--- config.mk ---
export PLATFORM = sky130hd
export DESIGN_NAME = rgb565_to_yuyv422_packer_top_flat
export DESIGN_NICKNAME = d
export VERILOG_FILES = /design/src/rtl/rgbyp_pkg.sv /design/src/rtl/rgbyp_req_if.sv /design/src/rtl/rgbyp_rsp_if.sv /design/src/rtl/rgbyp_front.sv /design/src/rtl/rgbyp_queue.sv /design/src/rtl/rgbyp_back.sv /design/src/rtl/rgb565_to_yuyv422_packer_top.sv /design/src/flat_wrapper.sv
export SDC_FILE = /design/constraint.sdc
export NUM_CORES = 1
export LEC_CHECK = 0
export BUFFER_PORTS_ARGS = -buffer_cell sky130_fd_sc_hd__buf_4
export CAP_MARGIN = 15
export CORE_AREA = 2 2 204 206
export DETAILED_ROUTE_END_ITERATION = 8
export DIE_AREA = 0 0 206 208
export PLACE_DENSITY = 0.88
export SLEW_MARGIN = 20
export SYNTH_ARGS = -nofsm -noshare
export SYNTH_HDL_FRONTEND = slang
export SYNTH_SLANG_ARGS = --single-unit
--- constraint.sdc ---
create_clock -name clock -period 7.8 [get_ports clock]
set_input_delay 1.56 -clock clock [delete_from_list [all_inputs] [get_ports clock]]
set_output_delay 1.56 -clock clock [all_outputs]
set_load 0.005 [all_outputs]
--- src/rtl/rgbyp_pkg.sv ---
`timescale 1ns / 1ps
// ----------------------------------------------------------------------------
// rgbyp_pkg
// Shared types and constants of the RGB565 to YUYV 4:2:2 packer.
// ----------------------------------------------------------------------------
package rgbyp_pkg;

   localparam int PixelW       = 16;
   localparam int ByteW        = 8;
   localparam int ColW         = 10;
   localparam int RowW         = 9;
   localparam int AddrW        = 17;
   localparam int CsrIndexW    = 2;
   localparam int CsrDataW     = 10;
   localparam int MaxOutWidth  = 512;
   localparam int MaxOutHeight = 480;
   localparam int QueueDepth   = 4;
   localparam int QueuePtrW    = $clog2(QueueDepth);
   localparam int QueueCountW  = $clog2(QueueDepth + 1);

   localparam logic [ColW-1:0] RowPixelsReset = ColW'(256);
   localparam logic [RowW-1:0] FrameRowsReset = RowW'(240);

   typedef enum logic [CsrIndexW-1:0] {
      CSR_UPSCALE    = 2'd0,
      CSR_ROW_PIXELS = 2'd1,
      CSR_FRAME_ROWS = 2'd2
   } csr_index_type;

   // What the back end does with one pixel
   typedef enum logic [1:0] {
      KIND_HOLD   = 2'd0,   // even native pixel, kept for pairing
      KIND_SINGLE = 2'd1,   // last native pixel of an odd row, paired with itself
      KIND_PAIR   = 2'd2,   // odd native pixel, paired with held one
      KIND_DUP    = 2'd3    // upscale, two beats
   } kind_type;

   typedef struct packed {
      logic            upscale;
      logic [ColW-1:0] row_pixels;
      logic [RowW-1:0] frame_rows;
   } cfg_type;

   typedef struct packed {
      logic [PixelW-1:0] pixel;
      kind_type          kind;
      logic [AddrW-1:0]  addr_first;
      logic [AddrW-1:0]  addr_second;
      logic              frame_end;
   } job_type;

   typedef struct packed {
      logic             push;
      logic             pop;
      logic             full;
      logic             head_valid;
   } queue_ctl_type;

endpackage

--- src/rtl/rgbyp_req_if.sv ---
`timescale 1ns / 1ps
// ----------------------------------------------------------------------------
// rgbyp_req_if
// Pixel request channel: one RGB565 pixel per beat.
// ----------------------------------------------------------------------------
interface rgbyp_req_if;
   logic                        valid;
   logic                        ready;
   logic [rgbyp_pkg::PixelW-1:0] pixel;

   modport source (output valid, output pixel, input ready);
   modport sink   (input valid, input pixel, output ready);
endinterface

--- src/rtl/rgbyp_rsp_if.sv ---
`timescale 1ns / 1ps
// ----------------------------------------------------------------------------
// rgbyp_rsp_if
// Word response channel: one addressed YUYV word per beat.
// ----------------------------------------------------------------------------
interface rgbyp_rsp_if;
   logic                        valid;
   logic                        ready;
   logic [rgbyp_pkg::ByteW-1:0] luma_first;
   logic [rgbyp_pkg::ByteW-1:0] chroma_blue;
   logic [rgbyp_pkg::ByteW-1:0] luma_second;
   logic [rgbyp_pkg::ByteW-1:0] chroma_red;
   logic [rgbyp_pkg::AddrW-1:0] word_address;
   logic                        frame_end;

   modport source (output valid, output luma_first, output chroma_blue,
                   output luma_second, output chroma_red, output word_address,
                   output frame_end, input ready);
   modport sink   (input valid, input luma_first, input chroma_blue,
                   input luma_second, input chroma_red, input word_address,
                   input frame_end, output ready);
endinterface

--- src/rtl/rgbyp_front.sv ---
`timescale 1ns / 1ps
// ----------------------------------------------------------------------------
// rgbyp_front
// Accepts pixels, tracks column, row and row base, and classifies each pixel.
// ----------------------------------------------------------------------------
module rgbyp_front (
   input  logic                    clock,
   input  logic                    reset,
   input  rgbyp_pkg::cfg_type      cfg,
   rgbyp_req_if.sink               req_ch,
   input  logic                    queue_full,
   output logic                    job_push,
   output rgbyp_pkg::job_type      job
);
   import rgbyp_pkg::*;

   localparam logic [ColW-1:0] WidthCap   = ColW'(MaxOutWidth);
   localparam logic [ColW-1:0] WidthCapUp = ColW'(MaxOutWidth / 2);
   localparam logic [RowW-1:0] RowsCap    = RowW'(MaxOutHeight);
   localparam logic [RowW-1:0] RowsCapUp  = RowW'(MaxOutHeight / 2);

   logic [ColW-1:0]  col_ff, col_in;
   logic [RowW-1:0]  row_ff, row_in;
   logic [AddrW-1:0] base_ff, base_in;

   logic [ColW-1:0]  width_cap, rp;
   logic [RowW-1:0]  rows_cap, fr;
   logic             row_last, frame_last, accept;
   logic [AddrW-1:0] stride, addr_native, addr_up;

   always_comb begin
      width_cap = cfg.upscale ? WidthCapUp : WidthCap;
      rows_cap  = cfg.upscale ? RowsCapUp : RowsCap;
      rp = (cfg.row_pixels == '0) ? ColW'(1) : cfg.row_pixels;
      if (rp > width_cap) begin
         rp = width_cap;
      end
      fr = (cfg.frame_rows == '0) ? RowW'(1) : cfg.frame_rows;
      if (fr > rows_cap) begin
         fr = rows_cap;
      end
   end

   assign row_last   = ({1'b0, col_ff} + (ColW+1)'(1)) >= {1'b0, rp};
   assign frame_last = row_last && (({1'b0, row_ff} + (RowW+1)'(1)) >= {1'b0, fr});

   assign addr_native = base_ff + AddrW'(col_ff >> 1);
   assign addr_up     = base_ff + AddrW'(col_ff);
   assign stride      = cfg.upscale ? AddrW'({rp, 1'b0})
                                    : AddrW'(({1'b0, rp} + (ColW+1)'(1)) >> 1);

   assign req_ch.ready = !queue_full;
   assign accept       = req_ch.valid && !queue_full;
   assign job_push     = accept;

   always_comb begin
      job.pixel       = req_ch.pixel;
      job.frame_end   = frame_last;
      job.addr_second = addr_up + AddrW'(rp);
      if (cfg.upscale) begin
         job.kind       = KIND_DUP;
         job.addr_first = addr_up;
      end else begin
         job.addr_first = addr_native;
         if (col_ff[0]) begin
            job.kind = KIND_PAIR;
         end else if (row_last) begin
            job.kind = KIND_SINGLE;
         end else begin
            job.kind = KIND_HOLD;
         end
      end
   end

   always_comb begin
      col_in  = col_ff;
      row_in  = row_ff;
      base_in = base_ff;
      if (accept) begin
         if (row_last) begin
            col_in = '0;
            if (frame_last) begin
               row_in  = '0;
               base_in = '0;
            end else begin
               row_in  = row_ff + RowW'(1);
               base_in = base_ff + stride;
            end
         end else begin
            col_in = col_ff + ColW'(1);
         end
      end
   end

   always_ff @(posedge clock) begin
      if (reset) begin
         col_ff  <= '0;
         row_ff  <= '0;
         base_ff <= '0;
      end else begin
         col_ff  <= col_in;
         row_ff  <= row_in;
         base_ff <= base_in;
      end
   end

endmodule

--- src/rtl/rgbyp_queue.sv ---
`timescale 1ns / 1ps
// ----------------------------------------------------------------------------
// rgbyp_queue
// Short job queue between front and back end.
// ----------------------------------------------------------------------------
module rgbyp_queue (
   input  logic                 clock,
   input  logic                 reset,
   input  logic                 push,
   input  rgbyp_pkg::job_type   push_job,
   input  logic                 pop,
   output logic                 full,
   output logic                 head_valid,
   output rgbyp_pkg::job_type   head_job
);
   import rgbyp_pkg::*;

   localparam logic [QueuePtrW-1:0]   LastPtr = QueuePtrW'(QueueDepth - 1);
   localparam logic [QueueCountW-1:0] Depth   = QueueCountW'(QueueDepth);

   job_type                mem_ff [QueueDepth];
   logic [QueuePtrW-1:0]   wr_ff, wr_in, rd_ff, rd_in;
   logic [QueueCountW-1:0] count_ff, count_in;

   assign full       = count_ff == Depth;
   assign head_valid = count_ff != '0;
   assign head_job   = mem_ff[rd_ff];

   always_comb begin
      wr_in    = wr_ff;
      rd_in    = rd_ff;
      count_in = count_ff;
      if (push) begin
         wr_in = (wr_ff == LastPtr) ? '0 : wr_ff + QueuePtrW'(1);
      end
      if (pop) begin
         rd_in = (rd_ff == LastPtr) ? '0 : rd_ff + QueuePtrW'(1);
      end
      if (push && !pop) begin
         count_in = count_ff + QueueCountW'(1);
      end else if (pop && !push) begin
         count_in = count_ff - QueueCountW'(1);
      end
   end

   always_ff @(posedge clock) begin
      if (push) begin
         mem_ff[wr_ff] <= push_job;
      end
   end

   always_ff @(posedge clock) begin
      if (reset) begin
         wr_ff    <= '0;
         rd_ff    <= '0;
         count_ff <= '0;
      end else begin
         wr_ff    <= wr_in;
         rd_ff    <= rd_in;
         count_ff <= count_in;
      end
   end

endmodule

--- src/rtl/rgbyp_back.sv ---
`timescale 1ns / 1ps
// ----------------------------------------------------------------------------
// rgbyp_back
// Converts queued pixels to YCbCr, pairs or duplicates them, drives words.
// ----------------------------------------------------------------------------
module rgbyp_back (
   input  logic                 clock,
   input  logic                 reset,
   input  logic                 head_valid,
   input  rgbyp_pkg::job_type   head_job,
   output logic                 pop,
   rgbyp_rsp_if.source          rsp_ch
);
   import rgbyp_pkg::*;

   localparam int SumW = 18;

   // conversion, from the queue head
   logic [ByteW-1:0]       r8, g8, b8;
   logic signed [SumW-1:0] rs, gs, bs, y_sum, cb_sum, cr_sum;
   logic signed [SumW-1:0] y_sh, cb_sh, cr_sh;

   // stage 1
   logic             s1_valid_ff, s1_valid_in;
   logic [ByteW-1:0] s1_y_ff, s1_cb_ff, s1_cr_ff;
   job_type          s1_job_ff;
   logic             phase_ff, phase_in;

   logic [ByteW-1:0] held_y_ff, held_y_in, held_cb_ff, held_cb_in, held_cr_ff, held_cr_in;

   // output register
   logic             out_valid_ff, out_valid_in;
   logic [ByteW-1:0] out_y0_ff, out_cb_ff, out_y1_ff, out_cr_ff;
   logic [AddrW-1:0] out_addr_ff;
   logic             out_end_ff;

   logic             out_free, emit, s1_done, is_dup, is_pair, is_hold;
   logic [ByteW:0]   cb_avg_sum, cr_avg_sum;

   always_comb begin
      r8 = {head_job.pixel[15:11], head_job.pixel[15:13]};
      g8 = {head_job.pixel[10:5], head_job.pixel[10:9]};
      b8 = {head_job.pixel[4:0], head_job.pixel[4:2]};
      rs = $signed({10'd0, r8});
      gs = $signed({10'd0, g8});
      bs = $signed({10'd0, b8});
      y_sum  = 18'sd66 * rs + 18'sd129 * gs + 18'sd25 * bs;
      cb_sum = 18'sd112 * bs - 18'sd38 * rs - 18'sd74 * gs;
      cr_sum = 18'sd112 * rs - 18'sd94 * gs - 18'sd18 * bs;
      y_sh   = y_sum >>> 8;
      cb_sh  = cb_sum >>> 8;
      cr_sh  = cr_sum >>> 8;
   end

   assign is_dup  = s1_job_ff.kind == KIND_DUP;
   assign is_pair = s1_job_ff.kind == KIND_PAIR;
   assign is_hold = s1_job_ff.kind == KIND_HOLD;

   assign out_free = !out_valid_ff || rsp_ch.ready;
   assign emit     = s1_valid_ff && !is_hold && out_free;
   assign s1_done  = s1_valid_ff && (is_hold || (out_free && (!is_dup || phase_ff)));
   assign pop      = head_valid && (!s1_valid_ff || s1_done);

   assign cb_avg_sum = {1'b0, held_cb_ff} + {1'b0, s1_cb_ff};
   assign cr_avg_sum = {1'b0, held_cr_ff} + {1'b0, s1_cr_ff};

   always_comb begin
      s1_valid_in  = pop ? 1'b1 : (s1_done ? 1'b0 : s1_valid_ff);
      phase_in     = (emit && is_dup) ? !phase_ff : phase_ff;
      out_valid_in = emit ? 1'b1 : (rsp_ch.ready ? 1'b0 : out_valid_ff);
      held_y_in    = held_y_ff;
      held_cb_in   = held_cb_ff;
      held_cr_in   = held_cr_ff;
      if (s1_done && is_hold) begin
         held_y_in  = s1_y_ff;
         held_cb_in = s1_cb_ff;
         held_cr_in = s1_cr_ff;
      end
   end

   always_ff @(posedge clock) begin
      if (pop) begin
         s1_y_ff   <= y_sh[ByteW-1:0] + ByteW'(16);
         s1_cb_ff  <= cb_sh[ByteW-1:0] + ByteW'(128);
         s1_cr_ff  <= cr_sh[ByteW-1:0] + ByteW'(128);
         s1_job_ff <= head_job;
      end
      if (emit) begin
         out_y0_ff   <= is_pair ? held_y_ff : s1_y_ff;
         out_cb_ff   <= is_pair ? cb_avg_sum[ByteW:1] : s1_cb_ff;
         out_y1_ff   <= s1_y_ff;
         out_cr_ff   <= is_pair ? cr_avg_sum[ByteW:1] : s1_cr_ff;
         out_addr_ff <= (is_dup && phase_ff) ? s1_job_ff.addr_second : s1_job_ff.addr_first;
         out_end_ff  <= s1_job_ff.frame_end && (!is_dup || phase_ff);
      end
   end

   always_ff @(posedge clock) begin
      if (reset) begin
         s1_valid_ff  <= 1'b0;
         phase_ff     <= 1'b0;
         out_valid_ff <= 1'b0;
         held_y_ff    <= '0;
         held_cb_ff   <= '0;
         held_cr_ff   <= '0;
      end else begin
         s1_valid_ff  <= s1_valid_in;
         phase_ff     <= phase_in;
         out_valid_ff <= out_valid_in;
         held_y_ff    <= held_y_in;
         held_cb_ff   <= held_cb_in;
         held_cr_ff   <= held_cr_in;
      end
   end

   assign rsp_ch.valid        = out_valid_ff;
   assign rsp_ch.luma_first   = out_y0_ff;
   assign rsp_ch.chroma_blue  = out_cb_ff;
   assign rsp_ch.luma_second  = out_y1_ff;
   assign rsp_ch.chroma_red   = out_cr_ff;
   assign rsp_ch.word_address = out_addr_ff;
   assign rsp_ch.frame_end    = out_end_ff;

endmodule

--- src/rtl/rgb565_to_yuyv422_packer_top.sv ---
`timescale 1ns / 1ps
// ----------------------------------------------------------------------------
// rgb565_to_yuyv422_packer_top
// RGB565 to BT.601 YUYV 4:2:2 packer with frame buffer word addressing.
// ----------------------------------------------------------------------------
//  channel   dir   beat
//  req_ch    in    one RGB565 pixel, raster order
//  rsp_ch    out   one YUYV word with word address and frame end flag
//  csr_*     in    register write: index, data, no read-back
//
//  Native mode takes one pixel per cycle while the job queue is not full;
//  upscale mode sends two response beats per pixel, which holds the intake.
//  A word passes from its accepted pixel through the job queue, the stage 1
//  register and the output register to rsp_ch.
//  A four-entry job queue lets the front take pixels while responses stall.
//  Synchronous reset clears counters, held pixel, queue and output valid.
// ----------------------------------------------------------------------------
module rgb565_to_yuyv422_packer_top (
   input  logic                            clock,
   input  logic                            reset,
   rgbyp_req_if.sink                       req_ch,
   rgbyp_rsp_if.source                     rsp_ch,
   input  logic                            csr_we,
   input  logic [rgbyp_pkg::CsrIndexW-1:0] csr_index,
   input  logic [rgbyp_pkg::CsrDataW-1:0]  csr_data
);
   import rgbyp_pkg::*;

   cfg_type       cfg_ff, cfg_in;
   job_type       push_job, head_job;
   queue_ctl_type qctl;

   always_comb begin
      cfg_in = cfg_ff;
      if (csr_we) begin
         case (csr_index_type'(csr_index))
            CSR_UPSCALE:    cfg_in.upscale    = csr_data[0];
            CSR_ROW_PIXELS: cfg_in.row_pixels = csr_data[ColW-1:0];
            CSR_FRAME_ROWS: cfg_in.frame_rows = csr_data[RowW-1:0];
            default:        cfg_in = cfg_ff;
         endcase
      end
   end

   always_ff @(posedge clock) begin
      if (reset) begin
         cfg_ff.upscale    <= 1'b0;
         cfg_ff.row_pixels <= RowPixelsReset;
         cfg_ff.frame_rows <= FrameRowsReset;
      end else begin
         cfg_ff <= cfg_in;
      end
   end

   rgbyp_front u_front (
      .clock      (clock),
      .reset      (reset),
      .cfg        (cfg_ff),
      .req_ch     (req_ch),
      .queue_full (qctl.full),
      .job_push   (qctl.push),
      .job        (push_job)
   );

   rgbyp_queue u_queue (
      .clock      (clock),
      .reset      (reset),
      .push       (qctl.push),
      .push_job   (push_job),
      .pop        (qctl.pop),
      .full       (qctl.full),
      .head_valid (qctl.head_valid),
      .head_job   (head_job)
   );

   rgbyp_back u_back (
      .clock      (clock),
      .reset      (reset),
      .head_valid (qctl.head_valid),
      .head_job   (head_job),
      .pop        (qctl.pop),
      .rsp_ch     (rsp_ch)
   );

   a_push_not_full: assert property (@(posedge clock) disable iff (reset)
      qctl.push |-> !qctl.full)
      else $error("job pushed into a full queue");

   a_pop_has_head: assert property (@(posedge clock) disable iff (reset)
      qctl.pop |-> qctl.head_valid)
      else $error("job popped from an empty queue");

   a_full_blocks_req: assert property (@(posedge clock) disable iff (reset)
      qctl.full |-> !req_ch.ready)
      else $error("request ready while queue full");

   a_pop_frees_slot: assert property (@(posedge clock) disable iff (reset)
      (qctl.full && qctl.pop) |=> !qctl.full)
      else $error("queue still full after pop without push");

endmodule

--- src/flat_wrapper.sv ---
// flat-port wrapper written by rule: the top's interface ports become plain ports
module rgb565_to_yuyv422_packer_top_flat import rgbyp_pkg::*;
  (clock, reset, csr_we, csr_index, csr_data, req_ch_valid, req_ch_pixel, req_ch_ready, rsp_ch_valid, rsp_ch_luma_first, rsp_ch_chroma_blue, rsp_ch_luma_second, rsp_ch_chroma_red, rsp_ch_word_address, rsp_ch_frame_end, rsp_ch_ready);
  rgbyp_req_if req_ch_i ();
  rgbyp_rsp_if rsp_ch_i ();
  input  logic clock;
  input  logic reset;
  input  logic csr_we;
  input  logic [rgbyp_pkg::CsrIndexW-1:0] csr_index;
  input  logic [rgbyp_pkg::CsrDataW-1:0] csr_data;
  input wire logic [$bits(req_ch_i.valid)-1:0] req_ch_valid;
  input wire logic [$bits(req_ch_i.pixel)-1:0] req_ch_pixel;
  output wire logic [$bits(req_ch_i.ready)-1:0] req_ch_ready;
  output wire logic [$bits(rsp_ch_i.valid)-1:0] rsp_ch_valid;
  output wire logic [$bits(rsp_ch_i.luma_first)-1:0] rsp_ch_luma_first;
  output wire logic [$bits(rsp_ch_i.chroma_blue)-1:0] rsp_ch_chroma_blue;
  output wire logic [$bits(rsp_ch_i.luma_second)-1:0] rsp_ch_luma_second;
  output wire logic [$bits(rsp_ch_i.chroma_red)-1:0] rsp_ch_chroma_red;
  output wire logic [$bits(rsp_ch_i.word_address)-1:0] rsp_ch_word_address;
  output wire logic [$bits(rsp_ch_i.frame_end)-1:0] rsp_ch_frame_end;
  input wire logic [$bits(rsp_ch_i.ready)-1:0] rsp_ch_ready;
  assign req_ch_i.valid = req_ch_valid;
  assign req_ch_i.pixel = req_ch_pixel;
  assign req_ch_ready = req_ch_i.ready;
  assign rsp_ch_valid = rsp_ch_i.valid;
  assign rsp_ch_luma_first = rsp_ch_i.luma_first;
  assign rsp_ch_chroma_blue = rsp_ch_i.chroma_blue;
  assign rsp_ch_luma_second = rsp_ch_i.luma_second;
  assign rsp_ch_chroma_red = rsp_ch_i.chroma_red;
  assign rsp_ch_word_address = rsp_ch_i.word_address;
  assign rsp_ch_frame_end = rsp_ch_i.frame_end;
  assign rsp_ch_i.ready = rsp_ch_ready;
  rgb565_to_yuyv422_packer_top u_core (.clock(clock), .reset(reset), .req_ch(req_ch_i), .rsp_ch(rsp_ch_i), .csr_we(csr_we), .csr_index(csr_index), .csr_data(csr_data));
endmodule
# After elaboration in Yosys (flattened, before gate mapping)
# Memory sizes are Yosys's and may differ from the RTL's. A register that Yosys moved wholly into a read port is not among the register bits.
# Cells that the tools add are included.
[op_classes] n_lt_le_gt_ge=4 addsub=24 reduce_logical=37 eq_ne=7 mux=29 n_mul=9
[ops] operator="multiplier 6 x 8 -> 14 bit (first input constant)" n=3
[ops] operator="two-way mux 10 bit" n=4
[ops] operator="two-way mux 9 bit" n=4
[ops] operator="adder 17 x 10 -> 17 bit" n=2
[ops] operator="two-way mux 17 bit" n=2
[ops] operator="multiplier 5 x 8 -> 13 bit (first input constant)" n=2
[ops] operator="two-way mux 8 bit" n=3
[ops] operator="adder 10 x 1 -> 11 bit (second input constant)" n=2
[ops] operator="multiplier 3 x 8 -> 11 bit (first input constant)" n=2
[ops] operator="two-way mux 19 bit" n=1
[ops] operator="adder 8 x 8 -> 9 bit" n=2
[ops] operator="adder 17 x 11 -> 17 bit" n=1
[ops] operator="adder 17 x 9 -> 17 bit" n=1
[ops] operator="adder 15 x 16 -> 16 bit" n=1
[ops] operator="adder 16 x 14 -> 16 bit" n=1
[ops] operator="adder 8 bit (second input constant)" n=2
[ops] operator="multiplier 8 x 8 -> 16 bit (first input constant)" n=1
[ops] operator="subtractor 15 x 14 -> 16 bit" n=1
[ops] operator="subtractor 15 x 15 -> 16 bit" n=1
[ops] operator="subtractor 16 x 14 -> 16 bit" n=1
[ops] operator="subtractor 16 bit" n=1
[ops] operator="logical AND 1 bit" n=13
[ops] operator="multiplier 4 x 8 -> 12 bit (first input constant)" n=1
[ops] operator=">= comparator 11 x 10 -> 1 bit" n=1
[ops] operator="other kinds (25)" n=57
[totals] inputBits=33 mem_bits_rw=212 regBits=201 memories=1
[mem_list] name="u_core.u_queue.mem_ff" words=4 width=53 rd=1 rd_clocked_by_memory_dff=1 wr=1 line="rgbyp_queue.sv:21" text="job_type mem_ff [QueueDepth];"

# Logic depth before layout (Yosys ltp)
[logic_depth] word_depth=11 mapped_depth=27

# Modules after synthesis
# Synthesis repeated with hierarchy kept, for this count alone.
[hier_totals] cells_unflattened=2139 area_unflattened_um2=25476.9
[by_module_without_submodules] mod="rgbyp_back" instances=1 seq_area_each_um2=3873.7 cells_per_inst=1085 area_each_um2=11497.3
[by_module_without_submodules] mod="rgbyp_queue" instances=1 seq_area_each_um2=6546.3 cells_per_inst=321 area_each_um2=8152.8
[by_module_without_submodules] mod="rgbyp_front" instances=1 seq_area_each_um2=720.7 cells_per_inst=649 area_each_um2=4963.5
[by_module_without_submodules] mod="rgb565_to_yuyv422_packer_top" instances=1 seq_area_each_um2=400.4 cells_per_inst=84 area_each_um2=863.3

# Worst setup path before layout
# No wires, ideal clock.
[synth_timing] kind="reg2reg" start="register with a tool-made name" end="register u_core.u_back.s1_y_ff[7], data pin" synth_period_minus_slack_ns=6.510 stages_incl_launch_ff=27 setup_ns=0.261 slack_ns=1.290 arrival_time_ns=6.249 path_cell_list="dfxtp_1 -> buf_6 -> buf_2 -> buf_1 -> mux4_2 -> ha_1 -> ha_1 -> fa_1 -> ha_1 -> nor2b_1 -> o21ai_0 -> a21boi_0 -> o21ai_0 -> nand2b_1 -> a21o_1 -> a21oi_1 -> xor2_1 -> fa_1 -> inv_1 -> ha_1 -> clkbuf_1 -> inv_1 -> or3_1 -> a211o_1 -> nand2_1 -> nor4_2 -> xnor2_1"
[synth_lines] element="end signal, assigned" line="rgbyp_back.sv:83" text="s1_y_ff <= y_sh[ByteW-1:0] + ByteW'(16);"
[synth_lines] element="end, declared" line="rgbyp_back.sv:25" text="logic [ByteW-1:0] s1_y_ff, s1_cb_ff, s1_cr_ff;"

==> results.sh <==
export IMPL_ys_seq_area_frac=0.455
export IMPL_fp_dieArea_um2=42800
export IMPL_hold_viol=0
export IMPL_hpwlAfterDp_um=39600
export IMPL_cts_max_level=2
export IMPL_dp_cells=2718
export IMPL_path_class="reg -> reg"
export IMPL_core_um2=40600
export IMPL_cp_slowest_stage_delay_ns=0.60
export IMPL_fin_tns_setup_ns=0
export IMPL_synth_edf_count=323
export IMPL_grt_util_all_layers=0.269
export IMPL_tightest_slew_ns=0.974
export IMPL_period_share=0.849
export IMPL_rsz0062_at_grt="no"
export IMPL_worst_endpoint_required_ns=8.12
export IMPL_hold_slack_ns=0.457
export IMPL_syn_num_nets=2537
export IMPL_grt_pass1_wl_um=90100
export IMPL_ctsHoldBuffers=0
export IMPL_globalplace_congestion=0.900
export IMPL_grt_remaining_overflow=0
export IMPL_antenna_left=0
export IMPL_path_common_cell="ha_1"
export IMPL_grt_max_degree=77
export IMPL_drc=0
export IMPL_synth_warnings=0
export IMPL_synthArstFlopShare=0
export IMPL_wl_per_cell_um=20.2
export IMPL_synth_cell_area_um2=25400
export IMPL_nets=2625
export IMPL_n_antenna_cell=0
export IMPL_final_common_cell="edfxtp_1"
export IMPL_status="finished, final reports clean"
export IMPL_drt_pass1_iter_count=6
export IMPL_clock_sinks=415
export IMPL_drv_cap=0
export IMPL_min_to="u_core.u_back.held_y_ff[5]"
export IMPL_final_cells=2794
export IMPL_crit_path_end_kind="register"
export IMPL_synth_cell_type_count=79
export IMPL_ctsResizeCount=0
export IMPL_syn_avg_cell_area_um2=11.8
export IMPL_drive_gt1_frac=0.120
export IMPL_start_util=0.625
export IMPL_ys_seq_elements=415
export IMPL_rows=74
export IMPL_postSynthCellCount=2143
export IMPL_cp_slowest_cell="buf_4"
export IMPL_die_x_um=206
export IMPL_critPathBufInv=3
export IMPL_holdCritStartpoint="u_core.u_back.held_y_ff[5]"
export IMPL_grt_pass1_vias=17300
export IMPL_reg2regPathDepth=23
export IMPL_cts_root_buf="clkbuf_16"
export IMPL_cts_path_max_buffers=3
export IMPL_wirelength_um=56600
export IMPL_final_cell_mix="edfxtp_1, ha_1, inv_1"
export IMPL_area_growth_pct=10.3
export IMPL_cts_tree="built"
export IMPL_portBuffers=84
export IMPL_antenna_found_initial=0
export IMPL_clkTransAtPathRegs_ns=0.06
export IMPL_numCtsBuffers=43
export IMPL_critical_path_top_delay_family="adder cells"
export IMPL_crit_chain="buf_4 > mux4_2 > ha_1 > ha_1 > fa_1 > ha_1 > nor2b_1 > o21ai_0 > a21boi_0 > o21ai_0 > nand2b_1 > a21o_1 > a21oi_1 > xor2_1 > fa_1 > inv_1 > ha_1 > inv_1 > or3_1 > a211o_1 > nand2_1 > nor4_2 > xnor2_1"
export IMPL_max_freq_ghz=0.151
export IMPL_min_period_ns=6.63
export IMPL_avgViaCountPerCell=6.06
export IMPL_ys_flop_type="edfxtp_1"
export IMPL_postCtsSetupBuffers=0
export IMPL_crit_path_max_fanout=38
export IMPL_slew_violations=0
export IMPL_setup_violations=0
export IMPL_vias=16900
export IMPL_ios=85
export IMPL_max_slew_margin=0.348
export IMPL_cp_arrival_ns=6.95
export IMPL_place_ws_ns=1.24
export IMPL_drt_iter0_drc=1377
export IMPL_worstSkewPairLatency_ns=0.59
export IMPL_r2r_end="u_core.u_back.s1_y_ff[7]"
export IMPL_finalWorstSetupSlack_ns=1.17
export IMPL_n_fill_cell=2736
export IMPL_r2r_slack_ns=1.17
export IMPL_holdPathStages=2
export IMPL_startpoint_type="register"
export IMPL_die_h_um=208
export IMPL_skew_ns=0.0239
export IMPL_min_path_type="reg -> reg"
## cell families (layout without fill, tap and decap cells)
family | count (synthesis) | in the layout | synth area share
flip-flops | 415 | 415 | 0.455
XOR/XNOR | 149 | 149 | 0.0514
adder cells (fa/ha/maj) | 362 | 362 | 0.202
AO/OA/AOI/OAI | 380 | 380 | 0.0953
AND/OR/NAND/NOR | 455 | 455 | 0.0862
buffers and inverters | 283 | 402 | 0.0430
multiplexers | 99 | 99 | 0.0666
## worst max-delay path by stage
stage                         from                  endpoint  slack, ns  cells after the start
after global routing      register  u_core.u_back.s1_y_ff[7]       0.88                     23
after CTS                 register  u_core.u_back.s1_y_ff[7]       1.25                     23
after global placement    register  u_core.u_back.s1_y_ff[7]       1.44                     23
final                     register  u_core.u_back.s1_y_ff[7]       1.17                     23
after floorplan           register  u_core.u_back.s1_y_ff[7]       1.29                     26
after detailed placement  register  u_core.u_back.s1_y_ff[7]       1.24                     23
## metal layers
layer,vias to the layer above,track usage,wire length (µm)
li1,7852,-,-
met3,137,0.0479,4030
met2,705,0.447,27400
met5,-,0,0
met1,8240,0.357,23300
met4,0,0.0961,1840
## worst register-to-register path, stage by stage, from the launching register on
cell and delay (ns):
dfxtp_2 0.59, buf_4 0.60, mux4_2 0.54, ha_1 0.33
ha_1 0.30, fa_1 0.45, ha_1 0.34, nor2b_1 0.16
o21ai_0 0.22, a21boi_0 0.16, o21ai_0 0.18, nand2b_1 0.11
a21o_1 0.19, a21oi_1 0.19, xor2_1 0.11, fa_1 0.49
inv_1 0.04, ha_1 0.39, inv_1 0.13, or3_1 0.32
a211o_1 0.30, nand2_1 0.07, nor4_2 0.04, xnor2_1 0.13
## registers in the layout, indices dropped and copies added (netlist names), 3 cells and up, named ones only
name	count
u_core.u_back.held_y_ff	8
u_core.u_back.held_cr_ff	8
u_core.u_front.row_ff	9
u_core.u_back.held_cb_ff	8
u_core.u_back.rsp_ch.luma_second	8
u_core.u_back.s1_cr_ff	8
u_core.u_queue.mem_ff	212
u_core.u_back.rsp_ch.luma_first	8
u_core.u_back.rsp_ch.word_address	17
u_core.u_front.base_ff	17
u_core.cfg_ff	20
u_core.u_back.s1_job_ff	37
u_core.u_queue.count_ff	3
u_core.u_back.rsp_ch.chroma_blue	8
u_core.u_front.col_ff	10
u_core.u_back.rsp_ch.chroma_red	8
u_core.u_back.s1_cb_ff	8
u_core.u_back.s1_y_ff	8
## cells in the mapped netlist, drive strengths merged (6+ instances only)
library cell  number  share of area
nand3b            11         0.0033
buf               13         0.0031
dfxtp             92          0.073
nand3             29         0.0057
xor2              54          0.019
nor2b             21         0.0052
nand2b            18         0.0044
o21a              15         0.0044
fa                81          0.064
nor4              10         0.0032
o21ai             75          0.015
and2               8         0.0020
o2111ai            6         0.0021
edfxtp           323           0.38
a21boi            10         0.0030
a21oi            148          0.029
and3              26         0.0066
nor2             109          0.016
nand2            162          0.024
a31oi             13         0.0040
a21o              24         0.0071
o31ai              8         0.0026
clkbuf            35         0.0052
or2               10         0.0025
inv              234          0.035
o211ai             9         0.0031
ha               280           0.14
nor3              25         0.0054
mux2i             18         0.0071
a211oi             9         0.0027
or3               12         0.0032
mux4              53          0.047
o21bai            24         0.0073
mux2              28          0.012
xnor2             95          0.033
a22o              10         0.0035
## final cells by class
cell class | instances | area [µm²] | share of cell area
Sequential cell | 415 | 11500 | 0.413
Tap cell | 532 | 666 | 0.0238
Timing Repair Buffer | 91 | 683 | 0.0244
Multi-Input combinational cell | 1445 | 12800 | 0.457
Clock buffer | 52 | 1110 | 0.0397
Inverter | 235 | 882 | 0.0315
Clock inverter | 24 | 319 | 0.0114
## per-stage QoR
step           area, µm²  utilization
3_3_place_gp       26500        0.655
3_5_place_dp       26500        0.655
6_report           28000        0.690
2_1_floorplan      25400            -
4_1_cts            28000        0.690
5_1_grt            28000        0.690
Power is left out: the tool's default activity adds up to more than one toggle a clock period on the data nets, which glitch-free logic cannot reach.
